--- src/sv/ets_pkg.sv ---
package ets_pkg;

  localparam int unsigned TIME_BITS   = 32;
  localparam int unsigned MAX_TICKS   = 20;
  localparam int unsigned SPEED_W     = 10;
  localparam int unsigned PERIOD_W    = 10;
  localparam int unsigned TICKS_W     = 5;
  localparam int unsigned VIEW_W      = 2;
  localparam int unsigned STEP_W      = $clog2(TIME_BITS);

  localparam logic [SPEED_W-1:0]  SPEED_RESET   = SPEED_W'(100);
  localparam logic [PERIOD_W-1:0] EDITOR_PERIOD = PERIOD_W'(57);
  localparam logic [STEP_W-1:0]   LAST_STEP     = STEP_W'(TIME_BITS - 1);

  localparam logic [VIEW_W-1:0] VIEW_CITY   = 2'd1;
  localparam logic [VIEW_W-1:0] VIEW_EDITOR = 2'd2;

  typedef struct packed {
    logic load;
    logic step;
    logic commit;
  } cmd_t;

  typedef struct packed {
    logic need_div;
  } sts_t;

  // Tick period in ms for a city view; zero means no ticks run.
  function automatic logic [PERIOD_W-1:0] city_period(input logic [SPEED_W-1:0] speed);
    logic [PERIOD_W-1:0] p;
    if (speed < SPEED_W'(10))       p = PERIOD_W'(0);
    else if (speed < SPEED_W'(20))  p = PERIOD_W'(502);
    else if (speed < SPEED_W'(30))  p = PERIOD_W'(352);
    else if (speed < SPEED_W'(40))  p = PERIOD_W'(242);
    else if (speed < SPEED_W'(50))  p = PERIOD_W'(162);
    else if (speed < SPEED_W'(60))  p = PERIOD_W'(112);
    else if (speed < SPEED_W'(70))  p = PERIOD_W'(82);
    else if (speed < SPEED_W'(80))  p = PERIOD_W'(57);
    else if (speed < SPEED_W'(90))  p = PERIOD_W'(37);
    else if (speed < SPEED_W'(100)) p = PERIOD_W'(22);
    else if (speed < SPEED_W'(101)) p = PERIOD_W'(16);
    else if (speed < SPEED_W'(200)) p = PERIOD_W'(16);
    else if (speed < SPEED_W'(300)) p = PERIOD_W'(8);
    else if (speed < SPEED_W'(400)) p = PERIOD_W'(5);
    else if (speed < SPEED_W'(500)) p = PERIOD_W'(3);
    else                            p = PERIOD_W'(2);
    return p;
  endfunction

endpackage

--- src/sv/elapsed_tick_scheduler_core.sv ---
// Channel   Handshake                  Payload
// config    cfg_we_i                   cfg_wdata_i (speed setting)
// query     in_valid_i / in_ready_o    now_ms_i, paused_i, view_class_i,
//                                      construction_active_i, scroll_active_i,
//                                      scroll_smooth_i
// result    out_valid_o / out_ready_i  ticks_due_o
//
// A query that needs a division runs through the 32-step bit-serial divider between
// accept and result; any other query goes straight from accept to result.
// A new word can be accepted in the cycle after the previous result is loaded, not before.
// Reset sets the speed to 100 and clears the reference time and validity flag.
// A stalled result holds in the output register while the next query is computed.
module elapsed_tick_scheduler_core
  import ets_pkg::*;
(
  input  logic                 clk_i,
  input  logic                 rst_ni,
  input  logic                 cfg_we_i,
  input  logic [SPEED_W-1:0]   cfg_wdata_i,
  input  logic                 in_valid_i,
  output logic                 in_ready_o,
  input  logic [TIME_BITS-1:0] now_ms_i,
  input  logic                 paused_i,
  input  logic [VIEW_W-1:0]    view_class_i,
  input  logic                 construction_active_i,
  input  logic                 scroll_active_i,
  input  logic                 scroll_smooth_i,
  output logic                 out_valid_o,
  input  logic                 out_ready_i,
  output logic [TICKS_W-1:0]   ticks_due_o
);

  cmd_t cmd;
  sts_t sts;

  ets_ctrl u_ctrl (
    .clk_i       (clk_i),
    .rst_ni      (rst_ni),
    .in_valid_i  (in_valid_i),
    .in_ready_o  (in_ready_o),
    .out_valid_o (out_valid_o),
    .out_ready_i (out_ready_i),
    .sts_i       (sts),
    .cmd_o       (cmd)
  );

  ets_datapath u_datapath (
    .clk_i                 (clk_i),
    .rst_ni                (rst_ni),
    .cfg_we_i              (cfg_we_i),
    .cfg_wdata_i           (cfg_wdata_i),
    .now_ms_i              (now_ms_i),
    .paused_i              (paused_i),
    .view_class_i          (view_class_i),
    .construction_active_i (construction_active_i),
    .scroll_active_i       (scroll_active_i),
    .scroll_smooth_i       (scroll_smooth_i),
    .cmd_i                 (cmd),
    .sts_o                 (sts),
    .ticks_due_o           (ticks_due_o)
  );

endmodule

--- src/sv/ets_ctrl.sv ---
module ets_ctrl
  import ets_pkg::*;
(
  input  logic clk_i,
  input  logic rst_ni,
  input  logic in_valid_i,
  output logic in_ready_o,
  output logic out_valid_o,
  input  logic out_ready_i,
  input  sts_t sts_i,
  output cmd_t cmd_o
);

  typedef enum logic [2:0] {
    ST_IDLE = 3'b001,
    ST_DIV  = 3'b010,
    ST_DONE = 3'b100
  } state_e;

  state_e            state_q, state_d;
  logic [STEP_W-1:0] step_q, step_d;
  logic              out_valid_q, out_valid_d;

  always_comb begin
    state_d     = state_q;
    step_d      = step_q;
    cmd_o       = '0;
    in_ready_o  = 1'b0;
    out_valid_d = out_valid_q & ~out_ready_i;
    case (state_q)
      ST_IDLE: begin
        in_ready_o = 1'b1;
        if (in_valid_i) begin
          cmd_o.load = 1'b1;
          step_d     = '0;
          state_d    = sts_i.need_div ? ST_DIV : ST_DONE;
        end
      end
      ST_DIV: begin
        cmd_o.step = 1'b1;
        step_d     = step_q + STEP_W'(1);
        if (step_q == LAST_STEP) begin
          state_d = ST_DONE;
        end
      end
      ST_DONE: begin
        if (!out_valid_q || out_ready_i) begin
          cmd_o.commit = 1'b1;
          out_valid_d  = 1'b1;
          state_d      = ST_IDLE;
        end
      end
      default: begin
        state_d = ST_IDLE;
      end
    endcase
  end

  always_ff @(posedge clk_i or negedge rst_ni) begin
    if (!rst_ni) begin
      state_q     <= ST_IDLE;
      step_q      <= '0;
      out_valid_q <= 1'b0;
    end else begin
      state_q     <= state_d;
      step_q      <= step_d;
      out_valid_q <= out_valid_d;
    end
  end

  assign out_valid_o = out_valid_q;

endmodule

--- src/sv/ets_datapath.sv ---
module ets_datapath
  import ets_pkg::*;
(
  input  logic                 clk_i,
  input  logic                 rst_ni,
  input  logic                 cfg_we_i,
  input  logic [SPEED_W-1:0]   cfg_wdata_i,
  input  logic [TIME_BITS-1:0] now_ms_i,
  input  logic                 paused_i,
  input  logic [VIEW_W-1:0]    view_class_i,
  input  logic                 construction_active_i,
  input  logic                 scroll_active_i,
  input  logic                 scroll_smooth_i,
  input  cmd_t                 cmd_i,
  output sts_t                 sts_o,
  output logic [TICKS_W-1:0]   ticks_due_o
);

  typedef enum logic [1:0] {
    KIND_INVALID,
    KIND_FIRST,
    KIND_DIVIDE
  } kind_e;

  logic [SPEED_W-1:0]   speed_q;
  logic                 valid_q, valid_d;
  logic [TIME_BITS-1:0] ref_q, ref_d;
  logic [TIME_BITS-1:0] now_q;
  logic [PERIOD_W-1:0]  period_q;
  kind_e                kind_q, kind_d;
  logic [TIME_BITS-1:0] dq_q, dq_d;
  logic [PERIOD_W-1:0]  rem_q, rem_d;
  logic [TICKS_W-1:0]   ticks_q, ticks_d;

  logic [PERIOD_W-1:0]  period;
  logic                 invalid;
  logic [PERIOD_W:0]    trial;
  logic                 fits;

  always_comb begin
    case (view_class_i)
      VIEW_CITY:   period = city_period(speed_q);
      VIEW_EDITOR: period = EDITOR_PERIOD;
      default:     period = '0;
    endcase
    invalid = paused_i || (period == '0) || construction_active_i ||
              (scroll_active_i && !scroll_smooth_i);
    if (invalid)       kind_d = KIND_INVALID;
    else if (!valid_q) kind_d = KIND_FIRST;
    else               kind_d = KIND_DIVIDE;
  end

  assign sts_o.need_div = (kind_d == KIND_DIVIDE);

  // One restoring division step: remainder and quotient shift together.
  assign trial = {rem_q, dq_q[TIME_BITS-1]};
  assign fits  = (trial >= {1'b0, period_q});

  always_comb begin
    dq_d    = dq_q;
    rem_d   = rem_q;
    valid_d = valid_q;
    ref_d   = ref_q;
    ticks_d = ticks_q;
    if (cmd_i.load) begin
      dq_d  = now_ms_i - ref_q;
      rem_d = '0;
    end else if (cmd_i.step) begin
      rem_d = fits ? PERIOD_W'(trial - {1'b0, period_q}) : trial[PERIOD_W-1:0];
      dq_d  = {dq_q[TIME_BITS-2:0], fits};
    end
    if (cmd_i.commit) begin
      case (kind_q)
        KIND_INVALID: begin
          valid_d = 1'b0;
          ticks_d = '0;
        end
        KIND_FIRST: begin
          valid_d = 1'b1;
          ref_d   = now_q;
          ticks_d = TICKS_W'(1);
        end
        KIND_DIVIDE: begin
          valid_d = 1'b1;
          if (dq_q == '0) begin
            ticks_d = '0;
          end else if (dq_q <= TIME_BITS'(MAX_TICKS)) begin
            ticks_d = dq_q[TICKS_W-1:0];
            ref_d   = now_q - TIME_BITS'(rem_q);
          end else begin
            ticks_d = TICKS_W'(MAX_TICKS);
            ref_d   = now_q;
          end
        end
        default: begin
          valid_d = 1'b0;
          ticks_d = '0;
        end
      endcase
    end
  end

  always_ff @(posedge clk_i or negedge rst_ni) begin
    if (!rst_ni) begin
      speed_q <= SPEED_RESET;
      valid_q <= 1'b0;
      ref_q   <= '0;
    end else begin
      if (cfg_we_i) begin
        speed_q <= cfg_wdata_i;
      end
      valid_q <= valid_d;
      ref_q   <= ref_d;
    end
  end

  always_ff @(posedge clk_i) begin
    if (cmd_i.load) begin
      now_q    <= now_ms_i;
      period_q <= period;
      kind_q   <= kind_d;
    end
    dq_q    <= dq_d;
    rem_q   <= rem_d;
    ticks_q <= ticks_d;
  end

  assign ticks_due_o = ticks_q;

endmodule

--- config.mk ---
export PLATFORM = sky130hd
export DESIGN_NAME = elapsed_tick_scheduler_core
export DESIGN_NICKNAME = d
export VERILOG_FILES = /design/src/sv/ets_pkg.sv /design/src/sv/elapsed_tick_scheduler_core.sv /design/src/sv/ets_ctrl.sv /design/src/sv/ets_datapath.sv
export SDC_FILE = /design/constraint.sdc
export NUM_CORES = 1
export LEC_CHECK = 0
export BUFFER_PORTS_ARGS = -buffer_cell sky130_fd_sc_hd__buf_4
export CAP_MARGIN = 30
export CELL_PAD_IN_SITES_DETAIL_PLACEMENT = 0
export CELL_PAD_IN_SITES_GLOBAL_PLACEMENT = 1
export CORE_MARGIN = 5
export CORE_UTILIZATION = 31
export DETAILED_ROUTE_END_ITERATION = 10
export GPL_TIMING_DRIVEN = 0
export PLACE_DENSITY_LB_ADDON = 0.1
export SLEW_MARGIN = 20
export SYNTH_ARGS = -nofsm -noshare
export SYNTH_HDL_FRONTEND = slang
export SYNTH_HIERARCHICAL = 1
export SYNTH_SLANG_ARGS = --single-unit
--- constraint.sdc ---
create_clock -name clk_i -period 8.16 [get_ports clk_i]
set_clock_uncertainty 0.05 [all_clocks]
set_input_delay 0 -clock clk_i [delete_from_list [all_inputs] [get_ports clk_i]]
set_output_delay 0 -clock clk_i [all_outputs]
set_load 0.05 [all_outputs]
# After elaboration in Yosys (flattened, before gate mapping)
# Index checks and enable logic that the tools add are counted.
# W data, S select, Z words.
[op_classes]
add_sub_neg = 4
order_cmp = 17
eq_ne = 13
mux = 43
bitwise_logic = 2
n_reduce_logical = 16
[ops]
columns = ["operator", "count"]
rows = [
  ["$mux W10", 15],
  ["$mux W32", 4],
  ["$pmux W32 S2", 1],
  ["$lt A10 B7 Y1 const B", 5],
  ["$le A32 B5 Y1 const B", 1],
  ["$logic_not A32 Y1", 1],
  ["$sub A32 B10 Y32", 1],
  ["$sub A32 B32 Y32", 1],
  ["$lt A10 B6 Y1 const B", 3],
  ["$lt A10 B9 Y1 const B", 3],
  ["$lt A10 B5 Y1 const B", 2],
  ["$pmux W10 S2", 1],
  ["$pmux W5 S2", 2],
  ["$mux W5", 3],
  ["$mux W3", 4],
  ["$ge A11 B10 Y1", 1],
  ["$logic_not A10 Y1", 1],
  ["$lt A10 B4 Y1 const B", 1],
  ["$lt A10 B8 Y1 const B", 1],
  ["$mux W1", 10],
  ["$sub A10 B10 Y10", 1],
  ["$pmux W3 S3", 1],
  ["$eq A2 B2 Y1 const B", 3],
  ["$reduce_and A3 Y1", 2],
  ["other kinds (17)", 27],
]
[word_totals]
ff_bits = 143
in_bits = 53
word_cells = 107

# Logic depth before layout (Yosys ltp)
# Gate-level depths: netlist of the first run.
[logic_depth]
ltp_word = 26
depth_mapped = 11
ltp_nobuf = 11

# Hierarchy
# Netlist of the first run, hierarchy kept.
[modules_own_cells]
columns = ["mod", "n_inst", "cells_each", "area_per_inst_um2"]
rows = [
  ["ets_datapath", 1, 881, 8544.4],
  ["ets_ctrl", 1, 51, 493.0],
]

# Worst setup path after synthesis of the first run
# No wires, ideal clock.
[synth_timing]
kind = "register to register"
from = "register u_ctrl.state_q[0]"
to = "register u_datapath.dq_q[0], enable pin"
setup_ns = 0.375
arrival_time_ns = 4.015
path_slack_ns = 3.720
stages_incl_launch_ff = 7
n_path_buf = 2
synth_period_minus_slack_ns = 4.440
path_cell_list = "dfstp_2 -> nor3b_1 -> nand2_1 -> inv_1 -> clkbuf_1 -> clkbuf_1 -> or2_2"
[synth_rtl]
columns = ["element", "line_no", "text"]
rows = [
  ["start, declared", "ets_ctrl.sv:20", "state_e state_q, state_d;"],
  ["start signal, assigned", "ets_ctrl.sv:65", "state_q <= state_d;"],
  ["end signal, assigned", "ets_datapath.sv:123", "dq_q <= dq_d;"],
  ["end, declared", "ets_datapath.sv:31", "logic [TIME_BITS-1:0] dq_q, dq_d;"],
]

==> key figures, run 1 <==
Worst setup path
  • CP Capture Type: flop
  • Crit path kind: reg2reg
  • CP required: 8.17 ns
  • Most common cell on crit path: clkbuf_1
  • Slowest CP cell: or2_2
  • CP startpoint kind: flop
  • Worst path cell trace: nor3b_1 -> nand2_1 -> inv_4 -> clkbuf_1 -> clkbuf_1 -> or2_2
  • Critical Path Fanout Max: 45
  • Critical path data arrival time: 3.71 ns
  • Max incr delay on CP: 0.72 ns
  • Reg2reg path depth: 6

Drt
  • Vias: 7264
  • Wire per inst: 17.8 um
  • Final ANT Viol Nets: 0
  • DRT iter0 DRCs: 388
  • Total Routed Length: 25800 um
  • Post-DR vias/cell: 5.00
  • Pre-antenna DRT Iters: 4
  • # DRC: 0

Logic synthesis
  • Distinct cells, synth: 75
  • Sequential area share after synthesis: 0.430
  • Post-synthesis async set-or-reset flop share: 0.362
  • Synth Register Bits: 141
  • Synth Cell Area: 9040 um^2
  • Ys Warns: 6
  • Post-synth EDFFs: 80
  • Top_reg_cell synth: edfxtp_1
  • Post-Syn Instances: 932
  • Post-Syn Area per Cell: 9.70 um^2
  • Syn nets: 1044

Placed design
  • Port bufs: 57
  • DP Area: 9970 um^2
  • Placed instance count: 1374
  • Global placer's final weighted congestion: 0.776
  • Hpwl dp: 19400 um

Layout
  • Post-route insts no fill: 1452
  • P&R area growth vs syn: 22.5%
  • Diodes inserted: 0
  • Register area: 3880 um^2
  • Multi-input gate area: 4750 um^2
  • Layout Cell Area excl Fill: 11100 um^2
  • Most frequent cells in the layout: a21oi_1, nor2_1, edfxtp_1, inv_1, buf_4
  • Most common cell after layout, fill and taps aside: a21oi_1
  • Layout Nets: 1167
  • Share of cells above drive strength 1: 0.141
  • Fill cells: 2891

Power
  • Peak supply drop: 0.154 mV
  • Seq pwr share: 0.334
  • Pwr/cell area: 291 nW/um^2
  • Final Power: 3220 uW
  • NetSw: 1200 uW
  • P_int: 2020 uW
  • Clock Power Share: 0.262
  • Gate power share: 0.404
  • Switch share: 0.373
  • Pleak: 0.00438 uW

CTS
  • H-Tree Depth: 4
  • Root Buffer: clkbuf_16
  • Clock transition at the registers of the reported paths: 0.06 ns
  • CTS tree: done
  • Clock latency on the worst-skew pair: 0.43 ns
  • Max clock buf depth: 2
  • CTS sink cnt: 141
  • Num CTS Buffers: 17

Global routing
  • Initial antenna violation count: 0
  • Vias in the first global route: 7300
  • Largest net degree at the start of global routing: 52
  • First-pass GRT wire length: 40800 um
  • Total grt overflow: 0
  • Gr usage total: 0.157

STA
  • Actual slew at the worst max-slew pin: 0.790 ns
  • Hold Fails Final Rpt: 0
  • Worst hold slack: 0.00588 ns
  • Setup violators final: 0
  • Slew Viols, Final: 0
  • RSZ-0062 raised after global routing: no
  • Final period util: 0.453
  • Crit path time final: 3.70 ns
  • Relative slew margins: 0.470
  • Fmax achieved: 0.270 GHz
  • Post-route setup TNS: 0 ns

Floorplan
  • Die height: 181 um
  • Rows: 62
  • Total I/O pin count: 60
  • Starting Density: 0.314
  • Die area: 32700 um^2
  • Die Span X: 181 um
  • Core Box Area: 28800 um^2

Worst hold path
  • Hold depth: 4
  • Hold/Removal Path Class: in2reg

Outcome
  • Status: completed

Flow run
  • Max cap viols: 0
## stage by stage
| step | util | setup WS, ns |
|---|---|---|
| 4_1_cts | 0.385 | 4.32 |
| 6_report | 0.385 | 4.46 |
| 2_1_floorplan | - | 3.72 |
| 5_1_grt | 0.385 | 4.10 |
| 3_5_place_dp | 0.346 | 4.32 |
| 3_3_place_gp | 0.346 | 3.34 |
## power groups by stage
stage | sequential [uW] | clock [uW] | combinational [uW]
2_1_floorplan | 1060 | 0 | 941
3_3_place_gp | 1090 | 0 | 1290
3_5_place_dp | 1090 | 0 | 1290
4_1_cts | 1080 | 867 | 1310
5_1_grt | 1100 | 894 | 1460
6_report | 1080 | 843 | 1300
## path summary, 6_finish.rpt
path / start / endpoint / slack (ns)
setup / recovery: u_ctrl/state_q[0] / u_datapath/dq_q[26] / 4.46
hold reg to reg: u_datapath/rem_q[9] / u_datapath/rem_q[9] / 0.47
min in group asynchronous: rst_ni / u_datapath/ref_q[11] / 0.13
max in group asynchronous: rst_ni / u_datapath/speed_q[8] / 7.42
hold / removal: paused_i / u_datapath/kind_q[0] / 0.006
setup reg to reg: u_ctrl/state_q[0] / u_datapath/dq_q[26] / 4.46
## routing by layer
metal	wire length (um)	track usage	vias to the layer above
met4	393	0.0430	0
met3	849	0.0308	23
li1	-	-	3660
met2	12200	0.261	105
met1	12400	0.208	3476
met5	0	0	-
## final cells by class
| cell class | count | share of cell area |
|---|---|---|
| Buffer | 35 | 0.0128 |
| Clock buffer | 22 | 0.0468 |
| Clock inverter | 10 | 0.0111 |
| Inverter | 73 | 0.0251 |
| Multi-Input combinational cell | 683 | 0.429 |
| Sequential cell | 141 | 0.351 |
| Tap cell | 384 | 0.0434 |
| Timing Repair Buffer | 104 | 0.0812 |
## worst max-delay path: cells and delay by family (launching register included)
family / cells / cell delay (ns)
simple gates: 3 / 1.13
flops: 1 / 0.53
buf+inv: 3 / 1.58
## logic make-up after synthesis
family                   share of synthesized area
multiplexers                                0.0485
AND/OR/NAND/NOR                              0.165
adder cells (fa/ha/maj)                     0.0842
flip-flops                                   0.430
XOR/XNOR                                    0.0523
buffers and inverters                       0.0461
AO/OA/AOI/OAI                                0.174
## synth_stat cells, types with 5 or more instances
master	count	area, um^2
nand3_1	10	50.1
a21oi_1	87	435
a21o_1	15	113
nor3b_1	6	45.0
clkbuf_1	31	116
nand2_1	54	203
inv_1	71	267
nor2_1	82	308
xor2_1	21	184
o211ai_1	8	60.1
nor2b_1	11	68.8
o31ai_1	12	90.1
a21boi_0	5	37.5
dfxtp_1	10	200
or4_1	6	45.0
nand4_1	11	68.8
a31oi_1	8	50.1
o21ai_0	52	260
or3_1	6	37.5
mux2i_1	10	100
nand3b_1	7	52.6
or2_2	5	31.3
nor4_1	11	68.8
o311ai_0	5	43.8
ha_1	56	701
xnor2_1	33	289
a211oi_1	19	143
and3_1	6	37.5
nor3_1	25	125
nand2b_1	11	68.8
dfrtp_1	47	1180
o21a_1	13	97.6
edfxtp_1	80	2400
mux2_2	30	338
## sequential cells by signal, indices dropped and copies added (netlist names), 3 cells and up
signal	flops
u_datapath/dq_q	32
u_datapath/rem_q	10
u_datapath/ref_q	32
u_datapath/now_q	32
u_ctrl/state_q	3
u_datapath/period_q	9
u_datapath/ticks_due_o	5
u_ctrl/step_q	5
u_datapath/speed_q	9
## timing repair
action,4_1_cts,5_1_grt
endpoints found under the hold margin,94,0
buffers inserted,0,0
resized for setup,0,0
endpoints found under the setup margin,0,0
hold buffers,46,0
Note: power is estimated with default switching activity, not from simulation.
==> inputs of run 2 (changes only) <==
==> constraint.sdc (replaced) <==
create_clock -name clk_i -period 3.1 [get_ports clk_i]
set_clock_uncertainty 0.05 [all_clocks]
set_input_delay 0 -clock clk_i [delete_from_list [all_inputs] [get_ports clk_i]]
set_output_delay 0 -clock clk_i [all_outputs]
set_load 0.05 [all_outputs]
==> run 2 against run 1 <==
Critical path depth increased by 4; global-route usage increased by 0.58 points; core utilization increased by 0.94 points; maximum frequency increased by 24%; power increased to 2.7 times the previous value; die area unchanged; combinational power increased to 2.8 times the previous value; flip-flop and latch count unchanged; largest power group unchanged; largest cell class unchanged; sequential share of layout area decreased by 0.83 points; register-to-register slack got worse by 4.4 ns.
==> key figures, run 2 (synthesis results as in run 1) <==
Outcome
  • Status: completed

CTS
  • Clock latency on the worst-skew pair: 0.43 ns
  • Max clock buf depth: 2
  • CTS tree: done
  • H-Tree Depth: 4
  • Num CTS Buffers: 17
  • Clock transition at the registers of the reported paths: 0.07 ns
  • Root Buffer: clkbuf_16
  • CTS sink cnt: 141

Worst setup path
  • Max incr delay on CP: 0.62 ns
  • CP startpoint kind: flop
  • Crit path kind: reg2reg
  • Slowest CP cell: or4b_4
  • Critical Path Fanout Max: 10
  • CP Capture Type: flop
  • CP required: 3.35 ns
  • Critical path data arrival time: 3.24 ns
  • Worst path cell trace: nor4_4 -> nand4_1 -> or4b_4 -> buf_6 -> nor3_4 -> buf_12 -> nand3_4 -> nor3_2 -> xnor2_1 -> a21oi_1

Global routing
  • First-pass GRT wire length: 42000 um
  • Initial antenna violation count: 0
  • Vias in the first global route: 7396
  • Largest net degree at the start of global routing: 52
  • Gr usage total: 0.162
  • Total grt overflow: 0

Layout
  • Diodes inserted: 0
  • Most common cell after layout, fill and taps aside: nor2_1
  • Register area: 3880 um^2
  • Most frequent cells in the layout: nor2_1, edfxtp_1, a21oi_1, inv_1, buf_4
  • Multi-input gate area: 4960 um^2
  • Share of cells above drive strength 1: 0.186
  • Finished Core Util: 0.394
  • Post-route insts no fill: 1455
  • Largest regs: u_datapath/dq_q (32), u_datapath/now_q (32), u_datapath/ref_q (32)
  • Layout Nets: 1170
  • Fill cells: 2900
  • P&R area growth vs syn: 25.5%

Floorplan
  • Die height: 181 um
  • Rows: 62
  • Core Box Area: 28800 um^2
  • Die Span X: 181 um
  • Die area: 32700 um^2
  • Total I/O pin count: 60
  • Starting Density: 0.314

Power
  • Peak supply drop: 0.450 mV
  • Pwr/cell area: 759 nW/um^2
  • NetSw: 3280 uW
  • Switch share: 0.380
  • Gate power share: 0.415
  • P_int: 5340 uW
  • Clock Power Share: 0.253
  • Pleak: 0.00447 uW
  • Seq pwr share: 0.332

STA
  • Relative slew margins: 0.495
  • Final period util: 0.964
  • Hold Fails Final Rpt: 0
  • Worst hold slack: 0.0583 ns
  • Setup violators final: 0
  • Fmax achieved: 0.335 GHz
  • Actual slew at the worst max-slew pin: 0.757 ns
  • Slew Viols, Final: 0
  • Crit path time final: 2.99 ns
  • RSZ-0062 raised after global routing: yes

Drt
  • Wire per inst: 18.3 um
  • Post-DR vias/cell: 5.00
  • DRT iter0 DRCs: 439
  • Total Routed Length: 26700 um
  • Final ANT Viol Nets: 0
  • Vias: 7270
  • Pre-antenna DRT Iters: 5
  • # DRC: 0

Placed design
  • Global placer's final weighted congestion: 0.794
  • Port bufs: 57
  • Placed instance count: 1375
  • Hpwl dp: 19800 um

Worst hold path
  • Hold/Removal Path Class: in2reg

Flow run
  • Max cap viols: 0
## run 2: cell count changes in the layout (fill, tap and decap cells not counted), moves of 3 or more
cell        before  now
a21oi_1         87   78
a21oi_2          0    9
buf_4           57   62
clkbuf_1        32   14
clkbuf_2         0   11
clkinvlp_4       0    4
nor4_1          11    8
o21ai_0         52   45
o21ai_1          0    6
## run 2: area by class of cell
type	instances	share of cell area
multi-input combinational	684	0.437
inverter	73	0.0246
buffer	28	0.0116
timing repair buffer	112	0.0870
clock buffer	21	0.0435
timing repair inverter	1	0.000441
clock inverter	11	0.0111
tap	384	0.0424
sequential	141	0.342
## run 2: metrics by stage
step / TNS, ns / worst slack [ns] / power, uW / area [um^2]
2_1_floorplan: 0 / 0.00218 / 5270 / 9060
3_3_place_gp: -51.57 / -0.906 / 6270 / 9960
4_1_cts: 0 / 0.00114 / 8600 / 11200
5_1_grt: -0.139 / -0.0560 / 9210 / 11300
6_report: 0 / 0.112 / 8610 / 11300
3_5_place_dp: -25.63 / -0.446 / 6250 / 10000
## run 2: critical path, delay by kind of cell (launching register included)
family	cells	cell delay, ns
AOI/OAI and AO/OA	1	0.09
xor gates and xnor gates	1	0.14
buffers and inverters	2	0.33
DFF	1	0.43
and+or+nand+nor	6	1.79
## run 2: timing repair
item,4_1_cts,5_1_grt
buffers inserted,4,2
gates resized for setup,18,43
cloned,2,0
hold buffers,47,0
pin swaps,2,8
hold endpoints to repair,92,0
setup endpoints to repair,94,51
## run 2: path summary, 6_finish.rpt
check	startpoint	endpoint	slack (ns)	cells past startpoint
worst max-delay path	u_datapath/dq_q[6]	u_datapath/ref_q[27]	0.11	10
worst min register to register	u_ctrl/step_q[2]	u_ctrl/step_q[2]	0.49	1
worst max register to register	u_datapath/dq_q[6]	u_datapath/ref_q[27]	0.11	10
max in group asynchronous	rst_ni	u_datapath/speed_q[3]	2.35	2
worst min-delay path	cfg_we_i	u_datapath/speed_q[9]	0.06	2
min in group asynchronous	rst_ni	u_datapath/ref_q[3]	0.12	2
## run 2: power by group through the flow
stage	Clock (uW)	Sequential (uW)	Combinational, uW
floorplan	0	2790	2490
global placement	0	2870	3400
detailed placement	0	2860	3390
CTS	2240	2840	3520
global route	2300	2910	4000
finish	2180	2860	3580
## run 2: layer usage
| layer | routed length, um | GRT usage | vias to the layer above |
|---|---|---|---|
| met3 | 996 | 0.0382 | 8 |
| met2 | 12700 | 0.274 | 97 |
| met4 | 133 | 0.0284 | 0 |
| li1 | - | - | 3667 |
| met1 | 12900 | 0.216 | 3498 |
| met5 | 0 | 0 | - |
